<file path="src/apr_pkg.sv">
// shared types and constants for the aging page replacement block
package apr_pkg;

  localparam int unsigned FRAMES_DEF    = 16;
  localparam int unsigned PAGE_BITS_DEF = 12;

  localparam int unsigned AGE_W   = 16;
  localparam int unsigned CFG_W   = 5;
  localparam int unsigned IDX_OUT_W = 4;
  localparam int unsigned FAULT_W = 32;

  localparam logic [AGE_W-1:0]   AGE_TOP     = 16'h8000;
  localparam logic [CFG_W-1:0]   CFG_RESET   = 5'd16;
  localparam logic [FAULT_W-1:0] FAULT_MAX   = 32'hFFFF_FFFF;

  // controller to datapath
  typedef struct packed {
    logic start;   // latch request, clear scan flags
    logic scan;    // issue a read at the scan index
    logic commit;  // final write-back and result load
  } apr_cmd_t;

  // datapath to controller
  typedef struct packed {
    logic page_zero;  // incoming request is the empty marker
    logic scan_last;  // scan index is at the last frame in use
  } apr_status_t;

endpackage

</file>
<file path="src/apr_ctrl.sv">
// sequencer for one page reference: scan, drain, commit
module apr_ctrl (
  input  logic                 clk,
  input  logic                 rst_n,
  input  logic                 start,
  output logic                 busy,
  input  apr_pkg::apr_status_t status,
  output apr_pkg::apr_cmd_t    cmd
);

  typedef enum logic [1:0] {
    S_IDLE,
    S_SCAN,
    S_DRAIN,
    S_COMMIT
  } state_t;

  state_t state_r;

  always_ff @(posedge clk) begin
    if (!rst_n) begin
      state_r <= S_IDLE;
    end else begin
      case (state_r)
        S_IDLE: begin
          if (start) begin
            state_r <= status.page_zero ? S_COMMIT : S_SCAN;
          end
        end
        S_SCAN: begin
          if (status.scan_last) begin
            state_r <= S_DRAIN;
          end
        end
        S_DRAIN:  state_r <= S_COMMIT;
        S_COMMIT: state_r <= S_IDLE;
        default:  state_r <= S_IDLE;
      endcase
    end
  end

  assign busy       = (state_r != S_IDLE);
  assign cmd.start  = start && (state_r == S_IDLE);
  assign cmd.scan   = (state_r == S_SCAN);
  assign cmd.commit = (state_r == S_COMMIT);

endmodule

</file>
<file path="src/apr_dp.sv">
// frame table, aging counters, scan compare and fault counter
module apr_dp #(
  parameter int unsigned FRAMES    = apr_pkg::FRAMES_DEF,
  parameter int unsigned PAGE_BITS = apr_pkg::PAGE_BITS_DEF
) (
  input  logic                          clk,
  input  logic                          rst_n,
  input  logic                          cfg_wr_en,
  input  logic [apr_pkg::CFG_W-1:0]     cfg_wr_data,
  input  logic [PAGE_BITS-1:0]          in_page_number,
  input  apr_pkg::apr_cmd_t             cmd,
  output apr_pkg::apr_status_t          status,
  output logic                          out_valid,
  output logic                          out_hit,
  output logic [apr_pkg::IDX_OUT_W-1:0] out_frame_index,
  output logic [PAGE_BITS-1:0]          out_evicted_page,
  output logic [apr_pkg::FAULT_W-1:0]   out_fault_count
);

  localparam int unsigned IDX_W = (FRAMES > 1) ? $clog2(FRAMES) : 1;
  localparam int unsigned AGE_W = apr_pkg::AGE_W;

  // storage
  logic [PAGE_BITS-1:0] page_mem [FRAMES];
  logic [AGE_W-1:0]     age_mem  [FRAMES];
  logic [FRAMES-1:0]    pv_r;
  logic [FRAMES-1:0]    av_r;

  logic [apr_pkg::CFG_W-1:0]   cfg_frames_r;
  logic [PAGE_BITS-1:0]        page_r;
  logic [IDX_W-1:0]            last_r;
  logic [IDX_W-1:0]            rd_idx_r;
  logic [IDX_W-1:0]            cmp_idx_r;
  logic                        cmp_vld_r;
  logic [PAGE_BITS-1:0]        page_q_r;
  logic                        page_qv_r;
  logic [AGE_W-1:0]            age_q_r;
  logic                        age_qv_r;

  logic                        hit_r;
  logic [IDX_W-1:0]            slot_r;
  logic                        empty_found_r;
  logic [IDX_W-1:0]            empty_at_r;
  logic [IDX_W-1:0]            min_at_r;
  logic [AGE_W-1:0]            min_age_r;
  logic [PAGE_BITS-1:0]        min_page_r;
  logic [apr_pkg::FAULT_W-1:0] faults_r;

  logic                          out_valid_r;
  logic                          out_hit_r;
  logic [apr_pkg::IDX_OUT_W-1:0] out_idx_r;
  logic [PAGE_BITS-1:0]          out_evict_r;
  logic [apr_pkg::FAULT_W-1:0]   out_faults_r;

  // compare stage signals
  logic [PAGE_BITS-1:0]        pg_rd;
  logic [AGE_W-1:0]            aged;
  logic                        first_hit;
  logic                        take_empty;
  logic                        take_min;
  logic                        page_ok;
  logic                        miss_wr;
  logic [IDX_W-1:0]            slot_fin;
  logic                        age_we;
  logic [IDX_W-1:0]            age_waddr;
  logic [AGE_W-1:0]            age_wdata;
  logic [apr_pkg::FAULT_W-1:0] faults_nxt;
  logic [31:0]                 cfg_ext;
  logic [31:0]                 n_lim;

  // clamp frames in use to 1..FRAMES
  always_comb begin
    cfg_ext = {{(32-apr_pkg::CFG_W){1'b0}}, cfg_frames_r};
    if (cfg_ext == 32'd0) begin
      n_lim = 32'd1;
    end else if (cfg_ext > 32'(FRAMES)) begin
      n_lim = 32'(FRAMES);
    end else begin
      n_lim = cfg_ext;
    end
  end

  assign status.page_zero = (in_page_number == '0);
  assign status.scan_last = (rd_idx_r == last_r);

  always_comb begin
    pg_rd      = page_qv_r ? page_q_r : '0;
    aged       = (age_qv_r ? age_q_r : '0) >> 1;
    first_hit  = cmp_vld_r && !hit_r && (pg_rd == page_r);
    take_empty = cmp_vld_r && !empty_found_r && (pg_rd == '0);
    take_min   = cmp_vld_r && ((cmp_idx_r == '0) || (aged < min_age_r));
    page_ok    = (page_r != '0);
    miss_wr    = cmd.commit && page_ok && !hit_r;
    slot_fin   = hit_r ? slot_r : (empty_found_r ? empty_at_r : min_at_r);

    // scan writes back the aged counter, commit clears the refilled one
    age_we    = cmp_vld_r || miss_wr;
    age_waddr = cmp_vld_r ? cmp_idx_r : slot_fin;
    age_wdata = cmp_vld_r ? (aged | (first_hit ? apr_pkg::AGE_TOP : '0)) : '0;

    faults_nxt = faults_r;
    if (page_ok && !hit_r && (faults_r != apr_pkg::FAULT_MAX)) begin
      faults_nxt = faults_r + 1'b1;
    end
  end

  // memories: registered reads, writes at one address a cycle
  always_ff @(posedge clk) begin
    page_q_r <= page_mem[rd_idx_r];
    age_q_r  <= age_mem[rd_idx_r];
    if (miss_wr) begin
      page_mem[slot_fin] <= page_r;
    end
    if (age_we) begin
      age_mem[age_waddr] <= age_wdata;
    end
  end

  // control and valid bits
  always_ff @(posedge clk) begin
    if (!rst_n) begin
      pv_r          <= '0;
      av_r          <= '0;
      cfg_frames_r  <= apr_pkg::CFG_RESET;
      cmp_vld_r     <= 1'b0;
      page_qv_r     <= 1'b0;
      age_qv_r      <= 1'b0;
      hit_r         <= 1'b0;
      empty_found_r <= 1'b0;
      faults_r      <= '0;
      out_valid_r   <= 1'b0;
    end else begin
      if (cfg_wr_en) begin
        cfg_frames_r <= cfg_wr_data;
      end
      cmp_vld_r   <= cmd.scan;
      page_qv_r   <= pv_r[rd_idx_r];
      age_qv_r    <= av_r[rd_idx_r];
      out_valid_r <= cmd.commit;
      if (miss_wr) begin
        pv_r[slot_fin] <= 1'b1;
      end
      if (age_we) begin
        av_r[age_waddr] <= 1'b1;
      end
      if (cmd.start) begin
        hit_r         <= 1'b0;
        empty_found_r <= 1'b0;
      end else begin
        if (first_hit) begin
          hit_r <= 1'b1;
        end
        if (take_empty) begin
          empty_found_r <= 1'b1;
        end
      end
      if (cmd.commit) begin
        faults_r <= faults_nxt;
      end
    end
  end

  // scan payload
  always_ff @(posedge clk) begin
    cmp_idx_r <= rd_idx_r;
    if (cmd.start) begin
      page_r     <= in_page_number;
      last_r     <= IDX_W'(n_lim - 32'd1);
      rd_idx_r   <= '0;
      slot_r     <= '0;
      empty_at_r <= '0;
      min_at_r   <= '0;
      min_age_r  <= '0;
      min_page_r <= '0;
    end else begin
      if (cmd.scan) begin
        rd_idx_r <= rd_idx_r + 1'b1;
      end
      if (first_hit) begin
        slot_r <= cmp_idx_r;
      end
      if (take_empty) begin
        empty_at_r <= cmp_idx_r;
      end
      if (take_min) begin
        min_at_r   <= cmp_idx_r;
        min_age_r  <= aged;
        min_page_r <= pg_rd;
      end
    end
    if (cmd.commit) begin
      out_hit_r    <= hit_r;
      out_idx_r    <= apr_pkg::IDX_OUT_W'(page_ok ? slot_fin : '0);
      out_evict_r  <= (page_ok && !hit_r && !empty_found_r) ? min_page_r : '0;
      out_faults_r <= faults_nxt;
    end
  end

  assign out_valid        = out_valid_r;
  assign out_hit          = out_hit_r;
  assign out_frame_index  = out_idx_r;
  assign out_evicted_page = out_evict_r;
  assign out_fault_count  = out_faults_r;

endmodule

</file>
<file path="src/aging_page_replacement.sv">
// top level of the aging page replacement block
//
//   channel   ports                                         handshake
//   request   in_page_number                                in_start, busy
//   result    out_hit, out_frame_index, out_evicted_page,   out_valid (one-cycle strobe)
//             out_fault_count
//   config    cfg_wr_data                                   cfg_wr_en
//
// a request scans the n frames in use (1..FRAMES), one frame per cycle read from the
// frame and age memories, then passes a drain state for the registered read, a commit
// state and the result register before its result strobe. page zero goes straight to
// commit and answers with no state change.
// reset clears the valid bits of both memories at once and sets frames in use to 16.
// busy stays high until the commit; results are never held back.
module aging_page_replacement #(
  parameter int unsigned FRAMES    = apr_pkg::FRAMES_DEF,
  parameter int unsigned PAGE_BITS = apr_pkg::PAGE_BITS_DEF
) (
  input  logic                          clk,
  input  logic                          rst_n,
  input  logic                          cfg_wr_en,
  input  logic [apr_pkg::CFG_W-1:0]     cfg_wr_data,
  input  logic                          in_start,
  input  logic [PAGE_BITS-1:0]          in_page_number,
  output logic                          busy,
  output logic                          out_valid,
  output logic                          out_hit,
  output logic [apr_pkg::IDX_OUT_W-1:0] out_frame_index,
  output logic [PAGE_BITS-1:0]          out_evicted_page,
  output logic [apr_pkg::FAULT_W-1:0]   out_fault_count
);

  apr_pkg::apr_cmd_t    cmd;
  apr_pkg::apr_status_t status;

  apr_ctrl u_ctrl (
    .clk    (clk),
    .rst_n  (rst_n),
    .start  (in_start),
    .busy   (busy),
    .status (status),
    .cmd    (cmd)
  );

  apr_dp #(
    .FRAMES    (FRAMES),
    .PAGE_BITS (PAGE_BITS)
  ) u_dp (
    .clk              (clk),
    .rst_n            (rst_n),
    .cfg_wr_en        (cfg_wr_en),
    .cfg_wr_data      (cfg_wr_data),
    .in_page_number   (in_page_number),
    .cmd              (cmd),
    .status           (status),
    .out_valid        (out_valid),
    .out_hit          (out_hit),
    .out_frame_index  (out_frame_index),
    .out_evicted_page (out_evicted_page),
    .out_fault_count  (out_fault_count)
  );

  // every commit yields exactly one result strobe
  a_commit_strobe: assert property (@(posedge clk) disable iff (!rst_n)
    cmd.commit |=> out_valid)
    else $error("commit without result strobe");

  // result strobes never come on consecutive cycles
  a_no_double: assert property (@(posedge clk) disable iff (!rst_n)
    out_valid |=> !out_valid)
    else $error("result strobe on consecutive cycles");

  // a hit never evicts
  a_hit_no_evict: assert property (@(posedge clk) disable iff (!rst_n)
    (out_valid && out_hit) |-> (out_evicted_page == '0))
    else $error("eviction reported on a hit");

  // scan and commit only while busy
  a_busy_cover: assert property (@(posedge clk) disable iff (!rst_n)
    (cmd.scan || cmd.commit) |-> busy)
    else $error("datapath command while idle");

endmodule
</file>
<file path="config.mk">
export PLATFORM = sky130hd
export DESIGN_NAME = aging_page_replacement
export DESIGN_NICKNAME = d
export VERILOG_FILES = /design/src/apr_pkg.sv /design/src/apr_ctrl.sv /design/src/apr_dp.sv /design/src/aging_page_replacement.sv
export SDC_FILE = /design/constraint.sdc
export NUM_CORES = 1
export LEC_CHECK = 0
export BUFFER_PORTS_ARGS = -buffer_cell sky130_fd_sc_hd__buf_4
export CAP_MARGIN = 15
export CORE_AREA = 4 4 245 247
export CTS_BUF_LIST = sky130_fd_sc_hd__clkbuf_8
export DETAILED_ROUTE_END_ITERATION = 7
export DIE_AREA = 0 0 249 251
export PLACE_DENSITY = 0.61
export SKIP_CTS_REPAIR_TIMING = 1
export SYNTH_ARGS = -nofsm -noshare
export SYNTH_HDL_FRONTEND = slang
export SYNTH_HIERARCHICAL = 1
export SYNTH_SLANG_ARGS = --single-unit
</file>
<file path="constraint.sdc">
create_clock -name clk -period 3.9 [get_ports clk]
set_input_delay 0.975 -clock clk [delete_from_list [all_inputs] [get_ports clk]]
set_output_delay 0.975 -clock clk [all_outputs]
set_load 0.05 [all_outputs]
</file>
Word-level counts from Yosys, hierarchy flattened
Memories as Yosys holds them, arrays and structs flattened. A register that Yosys moved wholly into a read port is not among the register bits.
Index checks and enable logic that the tools add are counted.
{ "word_totals": {"latchBits": 0, "mem_bits_rw": 448, "ff_bits": 189, "n_memories": 2, "elab_cells": 100, "rom_bits": 0} }
{ "mem_list": {"columns": ["memory", "depth", "word_bits", "read_ports", "rd_clocked_by_memory_dff", "write_ports", "line", "text"], "rows": [
  ["u_dp.age_mem", 16, 16, 1, 1, 1, "apr_dp.sv:25", "logic [AGE_W-1:0] age_mem [FRAMES];"],
  ["u_dp.page_mem", 16, 12, 1, 1, 1, "apr_dp.sv:24", "logic [PAGE_BITS-1:0] page_mem [FRAMES];"]
]} }
{ "classes": {"order_cmp": 7, "reduce_logical": 26, "n_eq_ne": 8, "mux": 26, "shifts": 0, "n_mul": 0, "add_sub_neg": 3, "div_mod_pow": 0, "n_bitwise": 4} }
{ "ops": {"columns": ["cell", "n"], "rows": [
  ["$mux W16", 3],
  ["$add A32 B1 Y32 const B", 1],
  ["$mux W32", 1],
  ["$ne A32 B32 Y1 const B", 1],
  ["$or A16 B16 Y16", 2],
  ["$logic_not A12 Y1", 2],
  ["$mux W4", 5],
  ["$or A15 B16 Y16", 1],
  ["$lt A15 B15 Y1", 1],
  ["$lt A4 B5 Y1 const B", 3],
  ["$logic_and A1 B1 Y1", 13],
  ["$eq A12 B12 Y1", 1],
  ["$mux W12", 1],
  ["$reduce_bool A12 Y1", 1],
  ["$bmux W1 S4", 2],
  ["$demux W1 S4", 2],
  ["$ge A4 B1 Y1 const B", 2],
  ["$mux W1", 8],
  ["$pmux W2 S4", 1],
  ["$mux W2", 3],
  ["$gt A5 B5 Y1 const B", 1],
  ["$logic_not A5 Y1", 1],
  ["$add A4 B1 Y4 const B", 1],
  ["$eq A2 B2 Y1 const B", 2],
  ["12 further kinds", 15]
]} }

Longest topological paths before layout
{ "logic_depth": {"word_depth": 8, "ltp_mapped": 12, "ltp_nobuf": 8} }

By module
The synthesis kept the hierarchy.
{ "modules_own_cells": {"columns": ["module", "instances", "cells_per_inst", "area_each_um2"], "rows": [
  ["apr_dp", 1, 1514, 25602.1],
  ["apr_ctrl", 1, 22, 217.7]
]} }

Least setup slack after synthesis
OpenSTA, ideal clock, no wires.
{ "synth_path": {"kind": "register to register", "from": "register u_ctrl.state_r[0]", "to": "memory u_dp.age_mem[9][10], enable pin", "setup_ps": 386, "setup_slack_ps": 22, "t_required_ps": 3514, "n_path_buf": 1, "arrival_time_ps": 3492, "path_stages_with_launch": 9, "path_cell_list": "dfxtp_1 > ha_1 > nand2b_1 > a31oi_1 > clkbuf_1 > nand3_1 > o21ai_0 > nand2_1 > nor2_1"} }
{ "synth_lines": {"columns": ["element", "line", "text"], "rows": [
  ["from (decl)", "apr_ctrl.sv:18", "state_t state_r;"],
  ["from (signal assigned)", "apr_ctrl.sv:27", "state_r <= status.page_zero ? S_COMMIT : S_SCAN;"],
  ["to (decl)", "apr_dp.sv:25", null]
]} }

Worst setup path in the final report
{ "layout_path": {"from": "register u_dp.page_r[8]", "to": "memory u_dp.age_mem[7][8], enable pin"} }
{ "layout_between": {"elab_chain_cells": 6} }
{ "layout_lines": {"columns": ["element", "line", "text"], "rows": [
  ["from (decl)", "apr_dp.sv:30", "logic [PAGE_BITS-1:0] page_r;"],
  ["from (signal assigned)", "apr_dp.sv:167", "page_r <= in_page_number;"],
  ["$reduce_bool A12 Y1", "apr_dp.sv:92", "page_ok = (page_r != '0);"],
  ["$logic_and A1 B1 Y1 (2 in series)", "apr_dp.sv:93", "miss_wr = cmd.commit && page_ok && !hit_r;"],
  ["$logic_or A1 B1 Y1", "apr_dp.sv:97", "age_we = cmp_vld_r || miss_wr;"],
  ["$mux W1", "apr_dp.sv:114", "if (age_we) begin"],
  ["$mux W1 (not written as such)", "apr_dp.sv:115", "age_mem[age_waddr] <= age_wdata;"]
]} }
Every way passes these cells.

==> metrics.cfg <==
[clock_network]
tritoncts = built
numCtsBuffers = 106
clk_latency_ns = 0.71
cts-root-buf = clkbuf_8
h-tree-depth = 3
clk_pin_slew_ns = 0.06
cts_buffer_depth = 3
cts.sinks = 648

[logic_synthesis]
synth_ff_type = edfxtp_1
synth_area_leaders = edfxtp_1 (58%), mux4_2 (13%), dfxtp_1 (12%), xnor2_1 (1.8%), and2_1 (1.3%)
async_reset_ff_frac = 0
synth-simple-area-share = 0.0856
synth-warning-count = 6
syn-cell-area_um2 = 25800
muxShareOfSynthArea = 0.137
ys_seq_area_frac = 0.695
synth_cell_types = 71
synth_top_family_by_area = multiplexers
synth-compound-area-share = 0.0367
synth-edff-count = 497
synth_xor_area_frac = 0.0220
yosys.area.top_type = edfxtp_1
synthCells = 1536
synth_seq_cells = 648
synth_top_area_frac = 0.578
synthAdderAreaFrac = 0.00824
syn_area_per_cell_um2 = 16.8
syn_nets = 1574

[routing]
via_count = 14245
dr.first_iter.drc_count = 1141
drt-total-wl_um = 57500
first_pass_iters = 7
drc = 0
wl_per_cell_um = 22.4
routed_via_density = 5.55
drtAntennaViolNets = 0

[place]
hpwl_um = 34800
port_buffers = 71
placed_area_um2 = 27600
place_congestion = 0.798

[final_layout]
final_area_um2 = 29600
fill_cells = 4727
syn_to_final_growth_pct = 14.7
register_area_um2 = 18000
multiInputGateArea_um2 = 7500
final_layout_size_suffix_gt1_frac = 0.256
layout.nets = 1744

[worst_setup_path]
rr_endpoint = u_dp/age_mem[7][8]$_DFFE_PP_
criticalPathCategory = reg -> reg
path_depth = 6
critPathArrivalTime_ns = 3.55
r2r-start = u_dp/page_r[8]$_DFFE_PP_
start_kind = flip-flop
cp.required_ns = 4.18
r2r_slack_ns = 0.63
path_cells = nor4_1 -> and3_1 -> nor3_1 -> mux2_2 -> nand2_1 -> nor2_2
cp_slowest_stage_delay_ns = 0.88
cp_top_family = simple AND/OR/NAND/NOR gates
cp_num_buf_inv = 0
cp-end-kind = flip-flop
cp_max_fo = 20
slowest_stage = nor2_2
reg2regPathDepth = 6

[global_route]
grt.met3_usage = 0.0381
grt_overflow = 0
grt_pass1_wl_um = 88600
antenna_found_initial = 1
grt_pass1_vias = 14767
top_usage_layer = met2
grt_max_degree = 64
grtUsageMet1 = 0.249
grt_util_met2 = 0.298
track_usage = 0.184

[worst_hold_path]
holdPathEnd = u_dp/page_r[8]$_DFFE_PP_
min_path_type = in -> reg
min-delay-start = in_page_number[8]
hold_depth = 1

[power_and_ir_drop]
max-vdd-ir-drop_uv = 347
p_leak_uw = 0.0104
swShare = 0.287
clkPwrFrac = 0.320
p_per_area_nw_per_um2 = 571
p_comb_frac = 0.183
sequentialPowerShare = 0.497
power.internal_uw = 12100
switchingPower_uw = 4850

[floorplanning]
dieArea_um2 = 62500
rows = 88
die_h_um = 251
die_w_um = 249
io_pins = 72
core_area_um2 = 57600
initial_core_util = 0.448

[timing]
rsz0062_at_grt = false
fin_skew_ns = 0.0511
slew_violations = 0
finalHoldViolations = 0
fmax_ghz = 0.306
relSlewSlack = 0.297
worst_slew_pin_slew_ns = 1.05
timing.final.crit_share = 0.839
fin_crit_ns = 3.27
setup_viol = 0
setup_tns_ns = 0

[status]
status = completed

[flow_run]
drv_cap = 0

## worst register-to-register path: cells and delay by family (launching register included)
kind / cells / cell delay (ns)
muxes: 1 / 0.30
and+or+nand+nor: 5 / 1.82
DFF: 1 / 0.71
## cells by family (layout without fill, tap and decap cells)
group / after synthesis / after routing
simple gates: 400 / 400
fa+ha+maj: 17 / 17
mux: 171 / 171
flops: 648 / 648
other cells: 0 / 1
buf+inv: 102 / 365
xor+xnor: 65 / 65
compound gates: 133 / 133
## area by class of cell
| cell class | instances | area share |
|---|---|---|
| timing repair buffer | 142 | 0.0377 |
| antenna | 1 | 0.0000845 |
| multi-input combinational | 786 | 0.253 |
| sequential | 648 | 0.606 |
| tap | 765 | 0.0323 |
| clock buffer | 115 | 0.0535 |
| clock inverter | 86 | 0.0138 |
| inverter | 22 | 0.00279 |
## layer usage
layer / up-vias / routed length, um
li1: 6384 / -
met1: 7310 / 24600
met2: 428 / 27800
met3: 123 / 3270
met4: 0 / 1860
met5: - / 0
## cell usage after synthesis, drive strengths merged (4+ instances only)
cell type  instances
edfxtp           497
dfxtp            151
mux4             145
nand2             85
nor2              68
and2              54
xnor2             54
nand3             51
clkbuf            45
buf               35
and3              26
o21ai             26
mux2i             24
inv               22
nand4             22
o21a              21
nand2b            19
o31ai             19
a21oi             18
nor4              18
ha                17
nand4b            17
nor2b             13
xor2              11
a22o               9
nor3               7
nand3b             6
a21boi             5
o211ai             5
a211oi             4
## power by group through the flow
stage / clock (uW) / sequential [uW] / combinational, uW
final: 5420 / 8410 / 3090
after global routing: 5920 / 8460 / 3330
after CTS: 5600 / 8410 / 3140
after detailed placement: 0 / 8550 / 3130
after global placement: 0 / 8550 / 3090
after floorplan: 0 / 8450 / 2160
## placed cells by master (no fill, tap or decap), types with 24 or more instances in the layout
cell	n
nand3_1	50
mux2i_1	24
edfxtp_1	497
xnor2_1	54
clkbuf_8	115
nor2_1	62
nand2_1	85
inv_1	65
and3_1	26
mux4_2	145
buf_4	138
o21ai_0	25
dfxtp_1	147
and2_1	53
## state kept, by name (all words and copies together), names as in the netlist, 5 cells and up
name and cells:
u_dp/cfg_frames_r 5, u_dp/page_q_r 12, u_dp/faults_r 32, u_dp/out_fault_count 32, u_dp/out_evicted_page 12, u_dp/min_age_r 15, u_dp/pv_r 16, u_dp/age_q_r 15
u_dp/min_page_r 12, u_dp/av_r 16, u_dp/page_mem 192, u_dp/age_mem 240, u_dp/page_r 12
## worst max path at each step
| stage | start | end | slack, ns |
|---|---|---|---|
| after floorplan | u_ctrl/state_r[0]$_SDFFE_PN0P_ | u_dp/age_mem[9][10]$_DFFE_PP_ | 0.02 |
| after global placement | u_dp/page_r[8]$_DFFE_PP_ | u_dp/age_mem[6][10]$_DFFE_PP_ | 0.76 |
| after detailed placement | u_dp/page_r[8]$_DFFE_PP_ | u_dp/age_mem[6][10]$_DFFE_PP_ | 0.72 |
| after CTS | u_dp/page_r[8]$_DFFE_PP_ | u_dp/age_mem[7][8]$_DFFE_PP_ | 0.65 |
| after global routing | u_dp/page_r[8]$_DFFE_PP_ | u_dp/age_mem[6][9]$_DFFE_PP_ | 0.43 |
| final | u_dp/page_r[8]$_DFFE_PP_ | u_dp/age_mem[7][8]$_DFFE_PP_ | 0.63 |
## per-stage QoR
step	hold slack, ns	instances	setup slack (ns)	power, uW	utilization
2_1_floorplan	0.329	1536	0.0221	10600	-
3_3_place_gp	0.441	2363	0.757	11600	0.480
3_5_place_dp	0.443	2363	0.723	11700	0.480
4_1_cts	0.384	2564	0.649	17100	0.514
5_1_grt	0.394	2565	0.432	17700	0.514
6_report	0.452	2565	0.627	16900	0.514
(Power assumes the default switching activity.)
